## src/hdl/ldq_pkg.sv

```systemverilog
// Shared types, register codes and constants for the landing detector qualifier.
// Used by ldq_criteria and landing_detector_qualifier; depends on nothing else.
package ldq_pkg;

    // Configuration register indexes.
    localparam int CFG_IDX_W = 3;
    localparam logic [CFG_IDX_W-1:0] REG_LAND_TRIGGER    = 3'd0;
    localparam logic [CFG_IDX_W-1:0] REG_AIRMODE_TRIGGER = 3'd1;
    localparam logic [CFG_IDX_W-1:0] REG_MAYBE_TRIGGER   = 3'd2;
    localparam logic [CFG_IDX_W-1:0] REG_ACCEL_MAX_SQ    = 3'd3;
    localparam logic [CFG_IDX_W-1:0] REG_RANGE_MIN_ALT   = 3'd4;
    localparam logic [CFG_IDX_W-1:0] REG_NON_TAKEOFF_THR = 3'd5;

    localparam int CFG_DATA_W = 22;
    localparam int IN_DATA_W  = 80;
    localparam int OUT_DATA_W = 8;

    // Register values after reset.
    localparam logic [15:0] LAND_TRIGGER_RST    = 16'd400;
    localparam logic [15:0] AIRMODE_TRIGGER_RST = 16'd1200;
    localparam logic [15:0] MAYBE_TRIGGER_RST   = 16'd80;
    localparam logic [21:0] ACCEL_MAX_SQ_RST    = 22'd10000;
    localparam logic [15:0] RANGE_MIN_ALT_RST   = 16'd200;
    localparam logic [9:0]  NON_TAKEOFF_THR_RST = 10'd250;

    // Climb rate limit in cm/s with no wheel sensor; doubled with one.
    localparam logic [16:0] CLIMB_LIMIT_CMS = 17'd100;

    // Weight-on-wheels codes.
    localparam logic [1:0] WOW_UNKNOWN   = 2'd0;
    localparam logic [1:0] WOW_ON_GROUND = 2'd1;

    typedef struct packed {
        logic        armed;
        logic        standby;
        logic        taking_off;
        logic        spool_unlimited;
        logic [9:0]  throttle_out;
        logic        throttle_at_lower_limit;
        logic        mix_at_floor;
        logic        manual_airmode;
        logic [23:0] accel_len_sq;
        logic signed [15:0] climb_rate_cms;
        logic signed [16:0] range_alt_cm;
        logic [1:0]  wow_state;
    } ldq_item_t;

    typedef struct packed {
        logic [15:0] land_trigger_ticks;
        logic [15:0] airmode_trigger_ticks;
        logic [15:0] maybe_trigger_ticks;
        logic [21:0] accel_max_sq;
        logic [15:0] range_min_alt_cm;
        logic [9:0]  non_takeoff_throttle;
    } ldq_cfg_t;

    // Outcome of the landing criteria check for one tick.
    typedef struct packed {
        logic        all_met;
        logic [15:0] trigger;
    } ldq_crit_t;

endpackage

```

## src/hdl/ldq_criteria.sv

```systemverilog
// Landing criteria check for one tick: the six ground tests and the trigger choice.
// Depends on ldq_pkg.
module ldq_criteria
    import ldq_pkg::*;
(
    input  ldq_item_t item,
    input  ldq_cfg_t  cfg,
    output ldq_crit_t crit
);

    logic        wheel_known;
    logic [23:0] accel_limit;
    logic [16:0] climb_abs;
    logic [16:0] climb_limit;
    logic        accel_ok;
    logic        climb_ok;
    logic        range_ok;
    logic        wow_ok;
    logic        mix_ok;

    // A known wheel sensor loosens the acceleration limit by four and the climb limit by two.
    assign wheel_known = (item.wow_state != WOW_UNKNOWN);
    assign accel_limit = wheel_known ? {cfg.accel_max_sq, 2'b00} : {2'b00, cfg.accel_max_sq};
    assign accel_ok    = (item.accel_len_sq <= accel_limit);

    assign climb_abs   = item.climb_rate_cms[15] ?
                         (17'd0 - {1'b1, item.climb_rate_cms}) :
                         {1'b0, item.climb_rate_cms};
    assign climb_limit = wheel_known ? {CLIMB_LIMIT_CMS[15:0], 1'b0} : CLIMB_LIMIT_CMS;
    assign climb_ok    = (climb_abs < climb_limit);

    // Any negative altitude means the rangefinder is not healthy.
    assign range_ok = item.range_alt_cm[16] ||
                      (item.range_alt_cm[15:0] < cfg.range_min_alt_cm);
    assign wow_ok   = (item.wow_state == WOW_UNKNOWN) || (item.wow_state == WOW_ON_GROUND);
    assign mix_ok   = item.mix_at_floor || item.manual_airmode;

    assign crit.all_met = item.throttle_at_lower_limit && mix_ok && accel_ok &&
                          climb_ok && range_ok && wow_ok;
    assign crit.trigger = item.manual_airmode ? cfg.airmode_trigger_ticks :
                                                cfg.land_trigger_ticks;

endmodule

```

## src/hdl/landing_detector_qualifier.sv

```systemverilog
// Top level of the landing detector qualifier: register file, landed state and result buffer.
// Depends on ldq_pkg and ldq_criteria.
//
//  Channel   Handshake             Payload
//  s_*       s_tvalid / s_tready   s_tdata[79:0]: one control-loop tick
//  m_*       m_tvalid / m_tready   m_tdata[7:0]: landed status after the tick
//  cfg_*     cfg_wr_en             cfg_index, cfg_data: register write
//
// Each request is processed in the cycle it is accepted: the criteria logic reads the
// input word and the state registers, and the landed flag, counter and result register
// load at the same edge, so one tick is taken every cycle while s_tready is high. Reset
// clears the landed flag, the counter and both result slots, and restores the register
// defaults. When m_tready is held low, a second result lands in a skid register and
// s_tready drops only once that register is full.
module landing_detector_qualifier
    import ldq_pkg::*;
(
    input  logic                   clk,
    input  logic                   rst_n,
    // armed[0], standby[1], taking_off[2], spool_unlimited[3], throttle_out[13:4],
    // throttle_at_lower_limit[14], mix_at_floor[15], manual_airmode[16],
    // accel_len_sq[40:17], climb_rate_cms[56:41], range_alt_cm[73:57],
    // wow_state[75:74], zero fill[79:76]
    input  logic [IN_DATA_W-1:0]   s_tdata,
    input  logic                   s_tvalid,
    output logic                   s_tready,
    // landed_now[0], land_maybe[1], became_landed[2], became_airborne[3],
    // zero fill[7:4]
    output logic [OUT_DATA_W-1:0]  m_tdata,
    output logic                   m_tvalid,
    input  logic                   m_tready,
    input  logic                   cfg_wr_en,
    input  logic [CFG_IDX_W-1:0]   cfg_index,
    input  logic [CFG_DATA_W-1:0]  cfg_data
);

    ldq_cfg_t   cfg_reg;
    ldq_item_t  item;
    ldq_crit_t  crit;

    logic        landed_reg;
    logic        landed_next;
    logic [15:0] persist_count_reg;
    logic [15:0] persist_count_next;
    logic        maybe_next;
    logic [3:0]  result_next;

    logic [3:0]  out_reg;
    logic        out_valid_reg;
    logic [3:0]  skid_reg;
    logic        skid_valid_reg;

    logic        accept;
    logic        pop;

    // Unpack the request word into its fields.
    assign item.armed                   = s_tdata[0];
    assign item.standby                 = s_tdata[1];
    assign item.taking_off              = s_tdata[2];
    assign item.spool_unlimited         = s_tdata[3];
    assign item.throttle_out            = s_tdata[13:4];
    assign item.throttle_at_lower_limit = s_tdata[14];
    assign item.mix_at_floor            = s_tdata[15];
    assign item.manual_airmode          = s_tdata[16];
    assign item.accel_len_sq            = s_tdata[40:17];
    assign item.climb_rate_cms          = s_tdata[56:41];
    assign item.range_alt_cm            = s_tdata[73:57];
    assign item.wow_state               = s_tdata[75:74];

    // Configuration registers; writes to unused indexes are dropped.
    always_ff @(posedge clk or negedge rst_n)
    begin
        if (!rst_n)
        begin
            cfg_reg.land_trigger_ticks    <= LAND_TRIGGER_RST;
            cfg_reg.airmode_trigger_ticks <= AIRMODE_TRIGGER_RST;
            cfg_reg.maybe_trigger_ticks   <= MAYBE_TRIGGER_RST;
            cfg_reg.accel_max_sq          <= ACCEL_MAX_SQ_RST;
            cfg_reg.range_min_alt_cm      <= RANGE_MIN_ALT_RST;
            cfg_reg.non_takeoff_throttle  <= NON_TAKEOFF_THR_RST;
        end
        else if (cfg_wr_en)
        begin
            case (cfg_index)
                REG_LAND_TRIGGER:    cfg_reg.land_trigger_ticks    <= cfg_data[15:0];
                REG_AIRMODE_TRIGGER: cfg_reg.airmode_trigger_ticks <= cfg_data[15:0];
                REG_MAYBE_TRIGGER:   cfg_reg.maybe_trigger_ticks   <= cfg_data[15:0];
                REG_ACCEL_MAX_SQ:    cfg_reg.accel_max_sq          <= cfg_data;
                REG_RANGE_MIN_ALT:   cfg_reg.range_min_alt_cm      <= cfg_data[15:0];
                REG_NON_TAKEOFF_THR: cfg_reg.non_takeoff_throttle  <= cfg_data[9:0];
                default:             ;
            endcase
        end
    end

    ldq_criteria u_criteria
    (
        .item (item),
        .cfg  (cfg_reg),
        .crit (crit)
    );

    // Landed state update. A disarmed vehicle is landed. A landed vehicle goes airborne
    // once throttle rises past the takeoff limit with the spool unlimited and taking_off
    // low. An airborne vehicle counts qualifying ticks and declares landing once the
    // trigger is reached. Every change of the landed flag clears the counter.
    always_comb
    begin
        landed_next        = landed_reg;
        persist_count_next = persist_count_reg;
        if (!item.armed)
        begin
            landed_next = 1'b1;
            if (!landed_reg)
            begin
                persist_count_next = '0;
            end
        end
        else if (landed_reg)
        begin
            if (!item.taking_off && item.spool_unlimited &&
                (item.throttle_out > cfg_reg.non_takeoff_throttle))
            begin
                landed_next        = 1'b0;
                persist_count_next = '0;
            end
        end
        else if (item.standby)
        begin
            persist_count_next = '0;
        end
        else if (crit.all_met)
        begin
            if (persist_count_reg < crit.trigger)
            begin
                persist_count_next = persist_count_reg + 16'd1;
            end
            else
            begin
                landed_next        = 1'b1;
                persist_count_next = '0;
            end
        end
        else
        begin
            persist_count_next = '0;
        end
        maybe_next  = landed_next || (persist_count_next >= cfg_reg.maybe_trigger_ticks);
        result_next = {landed_reg && !landed_next, !landed_reg && landed_next,
                       maybe_next, landed_next};
    end

    assign s_tready = !skid_valid_reg;
    assign accept   = s_tvalid && s_tready;
    assign pop      = out_valid_reg && m_tready;

    always_ff @(posedge clk or negedge rst_n)
    begin
        if (!rst_n)
        begin
            landed_reg        <= 1'b0;
            persist_count_reg <= '0;
        end
        else if (accept)
        begin
            landed_reg        <= landed_next;
            persist_count_reg <= persist_count_next;
        end
    end

    // Two-slot result buffer: the output register and a skid register behind it.
    always_ff @(posedge clk or negedge rst_n)
    begin
        if (!rst_n)
        begin
            out_valid_reg  <= 1'b0;
            skid_valid_reg <= 1'b0;
        end
        else if (skid_valid_reg)
        begin
            if (pop)
            begin
                skid_valid_reg <= 1'b0;
            end
        end
        else if (accept && out_valid_reg && !pop)
        begin
            skid_valid_reg <= 1'b1;
        end
        else if (accept)
        begin
            out_valid_reg <= 1'b1;
        end
        else if (pop)
        begin
            out_valid_reg <= 1'b0;
        end
    end

    always_ff @(posedge clk)
    begin
        if (skid_valid_reg)
        begin
            if (pop)
            begin
                out_reg <= skid_reg;
            end
        end
        else if (accept && out_valid_reg && !pop)
        begin
            skid_reg <= result_next;
        end
        else if (accept)
        begin
            out_reg <= result_next;
        end
    end

    assign m_tvalid = out_valid_reg;
    assign m_tdata  = {{(OUT_DATA_W-4){1'b0}}, out_reg};

    // The skid slot only fills behind a waiting result.
    assert property (@(posedge clk) disable iff (!rst_n)
        skid_valid_reg |-> out_valid_reg)
        else $error("skid register holds a result with the output register empty");

    // A result never reports both a landing and a takeoff.
    assert property (@(posedge clk) disable iff (!rst_n)
        m_tvalid |-> !(m_tdata[2] && m_tdata[3]))
        else $error("result reports landing and takeoff at once");

    // A landed result is always a maybe result.
    assert property (@(posedge clk) disable iff (!rst_n)
        (m_tvalid && m_tdata[0]) |-> m_tdata[1])
        else $error("landed result without maybe");

    // A disarmed request leaves the vehicle landed.
    assert property (@(posedge clk) disable iff (!rst_n)
        (accept && !item.armed) |=> landed_reg)
        else $error("disarmed request did not set the landed flag");

    // Any change of the landed flag clears the counter.
    assert property (@(posedge clk) disable iff (!rst_n)
        (landed_reg != $past(landed_reg)) |-> (persist_count_reg == 16'd0))
        else $error("counter not cleared on a landed flag change");

endmodule
```

## config.mk

```make
export PLATFORM = sky130hd
export DESIGN_NAME = landing_detector_qualifier
export DESIGN_NICKNAME = d
export VERILOG_FILES = /design/src/hdl/ldq_pkg.sv /design/src/hdl/ldq_criteria.sv /design/src/hdl/landing_detector_qualifier.sv
export SDC_FILE = /design/constraint.sdc
export NUM_CORES = 1
export LEC_CHECK = 0
export ABC_AREA = 1
export BUFFER_PORTS_ARGS = -buffer_cell sky130_fd_sc_hd__buf_4
export CORE_UTILIZATION = 50
export CTS_BUF_LIST = sky130_fd_sc_hd__clkbuf_4 sky130_fd_sc_hd__clkbuf_8 sky130_fd_sc_hd__clkbuf_16
export DETAILED_ROUTE_END_ITERATION = 8
export MAX_ROUTING_LAYER = met4
export PLACE_DENSITY_LB_ADDON = 0.2
export SETUP_SLACK_MARGIN = 0.1
export SLEW_MARGIN = 20
export SYNTH_ARGS = -nofsm -noshare
export SYNTH_HDL_FRONTEND = slang
export SYNTH_SLANG_ARGS = --single-unit
export TNS_END_PERCENT = 10
```

## constraint.sdc

```tcl
create_clock -name clk -period 3.2 [get_ports clk]
set_clock_uncertainty 0.05 [all_clocks]
set_input_delay 0.16 -clock clk [delete_from_list [all_inputs] [get_ports clk]]
set_output_delay 0.16 -clock clk [all_outputs]
set_load 0.02 [all_outputs]
```

Yosys cells after proc, flatten, opt, wreduce, memory -nomap -nowiden
Cells that the tools add are included.

storage, ports and cells
  register bits after elaboration = 123
  input bits = 110
  output and inout port bits = 10
  word-level logic and storage cells = 92

operators by class
  add/subtract/negate cells = 2
  order comparisons = 6
  equality and inequality tests = 8
  mux-type cells = 26
  bitwise logic cells = 2
  reductions and logical operators = 36

operators with widths
  kind                                                 number
  two-way mux 16 bit                                   8
  less-than comparator 16 bit                          2
  <= comparator 24 bit                                 1
  two-way mux 24 bit                                   1
  less-than comparator 17 bit                          1
  two-way mux 17 bit                                   1
  subtractor 1 x 17 -> 17 bit, first input constant    1
  adder 16 x 1 -> 16 bit, second input constant        1
  greater-or-equal comparator 16 bit                   1
  two-way mux 4 bit                                    4
  AND reduction 2 bit                                  7
  logical AND 1 bit                                    13
  two-way mux 1 bit                                    11
  greater-than comparator 10 bit                       1
  two-way mux 8 bit                                    1
  equality test 3 x 2 -> 1 bit, second input constant  2
  equality test 3 bit, second input constant           2
  AND reduction 3 bit                                  2
  nonzero test 2 bit                                   3
  zero test 1 bit                                      5
  logical OR 1 bit                                     4
  equality test 3 x 1 -> 1 bit, second input constant  1
  zero test 3 bit                                      1
  equality test 2 x 1 -> 1 bit, second input constant  1
  4 further kinds                                      5

Logic depth before layout (Yosys ltp)
  depth after elaboration = 16
  depth in mapped cells = 32
  mapped depth without buffers = 31

Hierarchy
From an unflattened synthesis, not the netlist that was laid out.

second synthesis, totals
  cell total of the unflattened synthesis = 1047
  area, all modules = 8185.4 sq um

modules (own cells, without submodules)
  module                      times used  cells each  area an instance (sq um)  sequential area each (sq um)
  landing_detector_qualifier  1           716         6227.2                    3146.8
  ldq_criteria                1           331         1958.1                    0.0

Least setup slack after synthesis
No wires, ideal clock.

  path type = input port to flip-flop
  from = input s_tdata[75]
  to = register out_reg[1], data pin
  setup time = 0.255 ns
  data arrival time = 3.293 ns
  data required time = 2.895 ns
  path slack = -0.398 ns
  cell stages on the path = 26
  buffers on the path = 2
  path through = nor2_2 buf_1 mux2i_1 ha_1 nand2_1 nor2_1 nand4_1 nor2_1 nand4_1 nand2_1 nand3_1 nor2_4 buf_12 nand3_2 nand2_2 ha_1 a21oi_1 o21ai_0 nand2_1 o211ai_1 nand2_1 nand2_1 a31oi_1 nand3_1 nand2_1 nand2_1

on the way
  word-level cells in the longest chain between the ends = 16
  elaborated cells on any way between the ends = 25
  classes of those cells = order compare (3); eq/ne (1); mux (13); reduce/logical (8)

ends and longest elaborated chain
  item                                    line                               source
  from (decl)                             landing_detector_qualifier.sv:24   input logic [IN_DATA_W-1:0] s_tdata,
  nonzero test 2 bit                      ldq_criteria.sv:22                 assign wheel_known = (item.wow_state != WOW_UNKNOWN);
  two-way mux 24 bit                      ldq_criteria.sv:23                 assign accel_limit = wheel_known ? {cfg.accel_max_sq, 2'b00} : {2'b00, cfg.accel_max_sq};
  <= comparator 24 bit                    ldq_criteria.sv:24                 assign accel_ok = (item.accel_len_sq <= accel_limit);
  logical AND 1 bit (2 in a row)          ldq_criteria.sv:38                 assign crit.all_met = item.throttle_at_lower_limit && mix_ok && accel_ok &&
  logical AND 1 bit                       ldq_criteria.sv:39                 climb_ok && range_ok && wow_ok;
  logical AND 1 bit (*)                   ldq_criteria.sv:39
  two-way mux 16 bit (*)                  landing_detector_qualifier.sv:132  else if (crit.all_met)
  two-way mux 16 bit (*)                  landing_detector_qualifier.sv:128  else if (item.standby)
  two-way mux 16 bit (*)                  landing_detector_qualifier.sv:119  else if (landed_reg)
  two-way mux 16 bit (*)                  landing_detector_qualifier.sv:111  if (!item.armed)
  net persist_count_next[1]               landing_detector_qualifier.sv:44   logic [15:0] persist_count_next;
  greater-or-equal comparator 16 bit (*)  landing_detector_qualifier.sv:148  maybe_next = landed_next || (persist_count_next >= cfg_reg.maybe_trigger_ticks);
  logical OR 1 bit (*)                    landing_detector_qualifier.sv:148
  net maybe_next                          landing_detector_qualifier.sv:45   logic maybe_next;
  two-way mux 4 bit (*)                   landing_detector_qualifier.sv:213  else if (accept)
  two-way mux 4 bit (*)                   landing_detector_qualifier.sv:209  else if (accept && out_valid_reg && !pop)
  two-way mux 4 bit (*)                   landing_detector_qualifier.sv:202  if (skid_valid_reg)
  to (signal assigned)                    landing_detector_qualifier.sv:206  out_reg <= skid_reg;
  to (signal assigned)                    landing_detector_qualifier.sv:215  out_reg <= result_next;
  to (decl)                               landing_detector_qualifier.sv:48   logic [3:0] out_reg;

Mark *: on every way through the listed nets, which the timed path passes. The rest lies on a longest branch. The select of a mux whose other input is x is not followed.
A chain may end at the register's enable or synchronous reset.

Worst setup path in the final report
  from = register cfg_reg[7] in the netlist's numbering
  to = register out_reg[1], data pin

on the way
  word-level cells in the longest chain between the ends = 10
  elaborated cells on any way between the ends = 13
  classes of those cells = order compare (2); mux (9); reduce/logical (2)

ends and longest elaborated chain
  item                                line                               source
  from (decl)                         landing_detector_qualifier.sv:37   ldq_cfg_t cfg_reg;
  greater-than comparator 10 bit      landing_detector_qualifier.sv:122  (item.throttle_out > cfg_reg.non_takeoff_throttle))
  logical AND 1 bit                   landing_detector_qualifier.sv:121  if (!item.taking_off && item.spool_unlimited &&
  two-way mux 16 bit                  landing_detector_qualifier.sv:121
  two-way mux 16 bit                  landing_detector_qualifier.sv:119
  two-way mux 16 bit                  landing_detector_qualifier.sv:111
  net persist_count_next[15]          landing_detector_qualifier.sv:44
  greater-or-equal comparator 16 bit  landing_detector_qualifier.sv:148
  logical OR 1 bit                    landing_detector_qualifier.sv:148
  net maybe_next                      landing_detector_qualifier.sv:45
  two-way mux 4 bit                   landing_detector_qualifier.sv:213
  two-way mux 4 bit                   landing_detector_qualifier.sv:209
  two-way mux 4 bit                   landing_detector_qualifier.sv:202

The timed path passes the listed nets, and every way through them passes these cells. The select of a mux whose other input is x is not followed.

==> impl_metrics.py <==
metrics = {
    "logic_synthesis": {
        "synth_area_per_cell_um2": 7.71,
        "synth_cell_types": 42,
        "seq_area_frac_synth": 0.374,
        "synth_warnings": 0,
        "synthFlopType": "dfrtp_1",
        "postSynthCellCount": 1092,
        "synth_area_leader_cell": "dfrtp_1",
        "ys_seq_elements": 123,
        "synth-edff-count": 8,
        "synth_top_area_frac": 0.274,
        "async_reset_ff_frac": 0.935,
        "yosys-top-cells-area": "dfrtp_1 27%, nand2_1 13%, ha_1 12%",
        "synth_area_um2": 8410,
    },
    "die": {
        "die_y_um": 132,
        "initial_core_util": 0.509,
        "coreArea_um2": 16500,
        "die-area_um2": 17400,
        "die_w_um": 132,
        "rows": 47,
        "pin_count": 120,
    },
    "finish": {
        "final_cell_mix": "293 x nand2_1, 191 x buf_4, 139 x inv_1",
        "final_common_cell": "nand2_1",
        "postLayoutCellArea_um2": 10900,
        "post-route-util": 0.657,
        "drive_above_1_share": 0.267,
        "layout.nets": 1475,
        "areaGrowthSynthToFinish_pct": 29.1,
        "largest_reg_flops": 96,
        "antenna_cells": 0,
    },
    "detailed_routing": {
        "drt_first_pass_iters": 5,
        "wl_per_cell_um": 14.4,
        "drc": 0,
        "top_layer_used": "met4",
        "m1WireLength_um": 9790,
        "via_count": 7835,
        "routed_via_density": 5.17,
        "drt_iter0_markers": 497,
        "ant_nets": 0,
        "dr_wl_met2_um": 10400,
        "drt_wl_total_um": 21800,
        "wl_met3_um": 1150,
    },
    "status": {
        "status": "finished, violations left",
        "violations": "setup timing",
    },
    "setup_path": {
        "rr_endpoint": "out_reg[1]",
        "reg2reg_from": "cfg_reg[7]",
        "start_kind": "flop",
        "crit_arrival_ps": 3700,
        "timing.critical_path.slowest_cell_delay_ps": 530,
        "cp-end-kind": "flop",
        "worstPathRequired_ps": 3330,
        "cpMaxStageDelayCell": "dfstp_2",
        "worstPathCellList": "inv_1 > ha_1 > nand4_1 > nor3_2 > o21ai_1 > nand3_1 > nand4_1 > nor2_2 > nor2_2 > buf_12 > nand2_1 > nand2_2 > ha_4 > nand2_2 > inv_1 > nand3_2 > inv_1 > a21oi_2 > nand2_1 > a31oi_1 > nand3_1 > nand2_1 > nand2_1",
        "r2r_setup_slack_ps": -370,
        "cp_common_cell": "nand2_1",
        "path_class": "flop to flop",
        "r2r_cells": 23,
        "crit_fanout": 15,
    },
    "clocking": {
        "cts_tree": "done",
        "cts_root_buffer": "clkbuf_16",
        "clk_pin_slew_ps": 60,
        "cts_sinks": 123,
        "numCtsBuffers": 17,
        "cts.path.max_buffers": 2,
        "clkLatencyLatePin_ps": 430,
        "h-tree-depth": 4,
    },
    "min_path": {
        "hold_path.class": "input port to flop",
        "whs_endpoint": "m_tvalid",
        "hold_depth": 4,
        "hp-start": "m_tready",
    },
    "placed_design": {
        "gp_congestion": 0.918,
        "place_ws_ps": -508,
        "numPortBuffers": 111,
        "hpwl_um": 15900,
        "dpl_cell_area_um2": 10000,
    },
    "run": {
        "maxCapViolCount": 0,
    },
    "sta": {
        "setup_violations": 2,
        "hold_violations": 0,
        "rsz0062_at_grt": "yes",
        "fin_ws_ps": -367,
        "worst_pin_slew_ps": 992,
        "whs_ps": 19.3,
        "drv_slew": 0,
        "timing.fmax_mhz": 280,
        "period_needed_ps": 3570,
        "slew_headroom": 0.338,
        "fin_crit_sh": 1.11,
    },
    "grt": {
        "grt_pass1_vias": 7359,
        "antenna_found_initial": 0,
        "grt_pass1_wl_um": 35300,
        "grt_max_degree": 72,
        "grtUsageTotal": 0.266,
        "grt-ovfl-total": 0,
    },
    "power": {
        "power_density_nw_per_um2": 481,
        "total_power_mw": 5.22,
        "ir_worst_vdd_mv": 0.462,
        "power_leakage_nw": 5.58,
    },
}
## synthesized netlist by cell type (2+ instances only)
master    number
a21o_1         2
a21oi_1       43
a31oi_1        2
buf_1          2
buf_2          2
buf_4          6
clkbuf_1      21
clkbuf_8       6
clkinv_1       2
dfrtp_1       92
dfstp_2       23
edfxtp_1       8
ha_1          83
inv_1        140
mux2_2         5
mux2i_1       22
nand2_1      300
nand2_2       16
nand2_4        3
nand3_1       47
nand3_2       13
nand4_1       10
nor2_1        54
nor2_2         4
nor2_4         5
nor3_1        23
o21ai_0      134
o21ai_2        6
xnor2_1        2
xor2_1         4
## critical path: cells and delay by family (launching register included)
kind / cells / cell delay (ps)
AO/OA/AOI/OAI: 3 / 420
AND/OR/NAND/NOR: 14 / 1510
adder cells (fa/ha/maj): 2 / 500
buffers and inverters: 4 / 300
flip-flops: 1 / 530
## cells by family after synthesis
logic type / count (synthesis) / share of synthesized area
fa+ha+maj: 83 / 0.123
xor+xnor: 6 / 0.00625
simple gates: 478 / 0.250
buf+inv: 181 / 0.0928
flops: 123 / 0.374
mux: 27 / 0.0329
other cells: 1 / 0.000446
compound gates: 193 / 0.120
## per-stage QoR
stage,instances,setup TNS [ps]
after floorplan,1095,-9.85
after global placement,1473,-803
after detailed placement,1473,-914
after CTS,1514,-539
after global routing,1515,-1040
final,1515,-630
## how the worst max path moves through the flow
stage,startpoint,end,slack (ps)
finish,cfg_reg[7],out_reg[1],-370
global route,cfg_reg[6],out_reg[1],-580
CTS,cfg_reg[39],out_reg[1],-330
detailed placement,s_tdata[74],out_reg[1],-510
global placement,s_tdata[74],out_reg[1],-450
floorplan,s_tdata[74],out_reg[1],-10
## power by group
| part | switching, mW | leakage (nW) | total, mW | internal, mW |
|---|---|---|---|---|
| Sequential | 0.159 | 1.49 | 2.02 | 1.86 |
| Clock | 0.731 | 0.272 | 1.84 | 1.11 |
| Combinational | 0.746 | 3.82 | 1.36 | 0.614 |
## layer usage
layer	vias to the layer above	track usage
met5	-	-
met4	0	0.0814
met3	33	0.0556
met2	222	0.422
li1	3952	-
met1	3628	0.340
## layout make-up
cell class | count | area (um^2)
tap | 220 | 275
sequential | 123 | 3150
clock inverter | 13 | 115
multi-input combinational | 791 | 4700
clock buffer | 19 | 453
inverter | 143 | 542
fill | 1392 | 5660
timing repair buffer | 206 | 1630
## repair_timing
| action | CTS | global route |
|---|---|---|
| pin swaps | 19 | 11 |
| hold endpoints to repair | 38 | 0 |
| gates resized for setup | 14 | 23 |
| hold buffers | 8 | 0 |
| buffers inserted | 1 | 1 |
| setup endpoints to repair | 2 | 2 |
Note: power is estimated with default switching activity, not from simulation.
